==> src/bile_pkg.sv <==
package bile_pkg;

  localparam logic [3:0] FUNC_PUSH       = 4'd0;
  localparam logic [3:0] FUNC_POP        = 4'd1;
  localparam logic [3:0] FUNC_INSERT     = 4'd2;
  localparam logic [3:0] FUNC_REMOVE_AT  = 4'd3;
  localparam logic [3:0] FUNC_ERASE      = 4'd4;
  localparam logic [3:0] FUNC_READ_AT    = 4'd5;
  localparam logic [3:0] FUNC_READ_FIRST = 4'd6;
  localparam logic [3:0] FUNC_READ_LAST  = 4'd7;
  localparam logic [3:0] FUNC_FILL       = 4'd8;

  localparam logic [1:0] ST_DONE   = 2'd0;
  localparam logic [1:0] ST_REJECT = 2'd1;
  localparam logic [1:0] ST_NOOP   = 2'd2;

  typedef enum logic [2:0] {
    CELL_HOLD,
    CELL_PUSH,
    CELL_INSERT,
    CELL_REMOVE,
    CELL_FILL,
    CELL_ERASE
  } cell_op_t;

  typedef struct packed {
    cell_op_t op;
    logic     keep;
  } cell_cmd_t;

endpackage

==> src/bile_cell.sv <==
module bile_cell #(
  parameter int CW    = 7,
  parameter int INDEX = 0
) (
  input  logic              clk,
  input  bile_pkg::cell_cmd_t cmd,
  input  logic [CW-1:0]     pos,
  input  logic [CW-1:0]     cnt,
  input  logic [CW-1:0]     fill_n,
  input  logic [31:0]       val,
  input  logic [31:0]       head,
  input  logic [31:0]       left,
  input  logic [31:0]       right,
  output logic [31:0]       q
);
  import bile_pkg::*;

  logic [CW-1:0] idx;
  logic [CW:0]   idx_inc;
  logic [CW:0]   cnt_ext;
  logic [31:0]   q_next;

  assign idx     = CW'(INDEX);
  assign idx_inc = {1'b0, idx} + 1'b1;
  assign cnt_ext = {1'b0, cnt};

  always_comb begin
    q_next = q;
    case (cmd.op)
      CELL_PUSH: begin
        if (idx == cnt) q_next = val;
      end
      CELL_INSERT: begin
        if (idx == pos) q_next = val;
        else if (idx > pos && idx <= cnt) q_next = left;
      end
      CELL_REMOVE: begin
        if (idx >= pos && idx_inc < cnt_ext) q_next = right;
      end
      CELL_FILL: begin
        if (idx < fill_n) q_next = val;
      end
      CELL_ERASE: begin
        if (idx_inc < cnt_ext) q_next = right;
        else if (idx_inc == cnt_ext && cmd.keep) q_next = head;
      end
      default: begin
        q_next = q;
      end
    endcase
  end

  always_ff @(posedge clk) begin
    q <= q_next;
  end

endmodule

==> config.mk <==
export PLATFORM = sky130hd
export DESIGN_NAME = bile_cell
export DESIGN_NICKNAME = d
export VERILOG_FILES = /design/src/bile_pkg.sv /design/src/bile_cell.sv
export SDC_FILE = /design/constraint.sdc
export NUM_CORES = 1
export LEC_CHECK = 0
export BUFFER_PORTS_ARGS = -buffer_cell sky130_fd_sc_hd__buf_2
export CELL_PAD_IN_SITES_DETAIL_PLACEMENT = 0
export CELL_PAD_IN_SITES_GLOBAL_PLACEMENT = 1
export CORE_ASPECT_RATIO = 0.7
export CORE_UTILIZATION = 29
export DETAILED_ROUTE_END_ITERATION = 16
export PLACE_DENSITY = 0.82
export REMOVE_ABC_BUFFERS = 1
export SLEW_MARGIN = 20
export SYNTH_ARGS = -nofsm -noshare
export SYNTH_HDL_FRONTEND = slang
export SYNTH_SLANG_ARGS = --single-unit
==> constraint.sdc <==
create_clock -name clk -period 4.3 [get_ports clk]
set_input_delay 0.645 -clock clk [delete_from_list [all_inputs] [get_ports clk]]
set_output_delay 0.645 -clock clk [all_outputs]
set_load 0.05 [all_outputs]
==> flow_summary.toml <==
[placement]
placed_area_sq_um = 3600
dpl.cell_count = 550
post-place-ws_ns = 1.08
gp_congestion = 0.769
post-dp-hpwl_um = 6680
port-buffer-count = 185

[synthesis]
ys_seq_area_share_pct = 37.8
synth_mux_area_share_pct = 14.6
synth_area_leaders = "edfxtp_1, mux2_2, mux2i_1"
synth_area_sq_um = 2540
synth_top_family_by_area = "compound AO/OA/AOI/OAI gates"
ys_ff_latch = 32
yosys.area_share.simple_pct = 11.9
avgSynthCellArea_sq_um = 9.74
yosys_warnings = 0
synth-xor-area-share_pct = 0
synth_top_area_share_pct = 37.8
synth-compound-area-share_pct = 28.4
synth_top_cell_by_area = "edfxtp_1"
yosysUniqueCellTypes = 31
synthCells = 261
synth_adder_area_share_pct = 0

[cts]
cts_tree = "built"
cts_root_buf = "clkbuf_16"
post_cts_buffers = 0
cts_buffers = 5
htreeDepth = 2
clk_pin_slew_ns = 0.06
post_cts_resized = 0
cts.sinks = 32
clockBufferDepth = 2
cts_hold_buf = 0

[sta]
setup_tns_ns = 0
period_minus_slack_ns = 2.67
rsz0062_at_grt = "no"
finalHoldViolCount = 0
fin_crit_sh_pct = 62.2
finalSetupViolCount = 0
fmax_mhz = 374
worst_pin_slew_ns = 0.907
fin_ws_ns = 1.63
slew_viol_final = 0
relSlewSlack_pct = 39.5

[critical_path]
critical_path.endpoint_type = "flip-flop"
critPathMaxFanout = 19
critPathRequiredTime_ns = 4.28
critPathKind = "in2reg"
arrival_ns = 2.65
worstSetupStartpointType = "input port"

[floorplan]
die-area_sq_um = 9150
core-area_sq_um = 8480
die-width_um = 114
die_y_um = 80.3
ios = 186
initial_core_util_pct = 30.0
rows = 28

[layout]
finalInstanceArea_sq_um = 3740
layout_common_cells = "buf_2, edfxtp_1, nand2_1"
layout_commonest_cell = "buf_2"
reg_top3 = "q (32)"
top_register = "q"
drive_above_1_share_pct = 51.1
finalNonFillerCells = 558
largest_reg_flops = 32
nFillCells = 855
final_nets = 592
n_antenna_cell = 0
area_delta_synth_final_pct = 47.1

[grt]
antenna_found_initial = 0
grt_max_degree = 36
grtUsageTotal_pct = 18.9
grt_overflow_total = 0
grt_pass1_vias = 2790
grt_pass1_wl_um = 13500

[pwr]
max-vdd-ir-drop_uv = 134
p_per_area_nw_per_um2 = 284
leakage_nw = 1.82
power_mw = 1.06

[hold_path]
holdPathStages = 3
min_path_type = "in2reg"

[drt]
routed_wl_um = 8900
drc = 0
routed_via_density = 5.09
ant_nets = 0
wl_per_cell_um = 16.0
detail_route.first_pass.iterations = 4
via_count = 2843
drt-initial-drc-count = 157

[run_status]
status = "finished, final reports clean"

[flow_run]
drv_cap = 0
==> cells in the mapped netlist <==
| cell type | instances |
|---|---|
| clkbuf_1 | 9 |
| buf_2 | 11 |
| nand3b_1 | 3 |
| a31o_2 | 1 |
| and2_1 | 1 |
| a32oi_1 | 2 |
| a221o_1 | 17 |
| mux2_2 | 17 |
| nand2b_1 | 1 |
| nor4_4 | 1 |
| o211ai_1 | 12 |
| nand2_1 | 31 |
| inv_1 | 19 |
| nor2_1 | 2 |
| nor3_2 | 1 |
| a211o_1 | 18 |
| nand3_1 | 1 |
| and3_1 | 12 |
| nand2_2 | 1 |
| nor2b_1 | 1 |
| mux2i_1 | 18 |
| buf_6 | 2 |
| o221ai_1 | 3 |
| a31oi_1 | 13 |
| a21oi_4 | 1 |
| a21oi_1 | 20 |
| nor4_1 | 3 |
| buf_1 | 1 |
| a22oi_1 | 3 |
| edfxtp_1 | 32 |
| a21o_1 | 4 |
==> power breakdown <==
group / switching [mW] / internal (mW) / leakage, nW
clock: 0.129 / 0.210 / 0.0667
sequential: 0.00674 / 0.380 / 0.294
combinational: 0.208 / 0.129 / 1.46
total: 0.344 / 0.719 / 1.82
==> final timing paths <==
path                  startpoint     to  slack [ns]
worst min-delay path    right[2]   q[2]        0.67
worst max-delay path      pos[1]  q[28]        1.63
==> critical path: stages <==
cell	delay [ns]
buf_2	0.10
nor3_2	0.15
buf_4	0.27
nand2_2	0.36
a21o_1	0.30
a32oi_4	0.55
buf_16	0.24
==> layout make-up <==
class | instances | area [sq um] | area share, %
Timing Repair Buffer | 193 | 1010 | 26.9
Multi-Input combinational cell | 187 | 1420 | 37.9
Tap cell | 120 | 150 | 4.02
Clock buffer | 6 | 129 | 3.45
Clock inverter | 1 | 5.00 | 0.134
Sequential cell | 32 | 961 | 25.7
Inverter | 19 | 71.3 | 1.91
==> cell families after synthesis <==
family | Yosys count
compound gates | 94
buf+inv | 42
flops | 32
mux | 35
simple gates | 58
==> routing by layer <==
metal | global-route usage (%) | vias to the layer above | part of all wire (%)
met5 | 0 | - | 0
met4 | 4.55 | 0 | 0.70
met3 | 3.25 | 4 | 6.3
met2 | 33.5 | 117 | 48
met1 | 23.9 | 1345 | 45
li1 | - | 1377 | -
==> stage by stage <==
step | hold WS (ns) | utilization, %
finish | 0.668 | 44.1
global route | 0.675 | 44.1
CTS | 0.671 | 44.0
detailed placement | 0.952 | 42.4
global placement | 0.938 | 42.1
floorplan | 0.850 | -
Note: power is estimated with default switching activity, not from simulation.
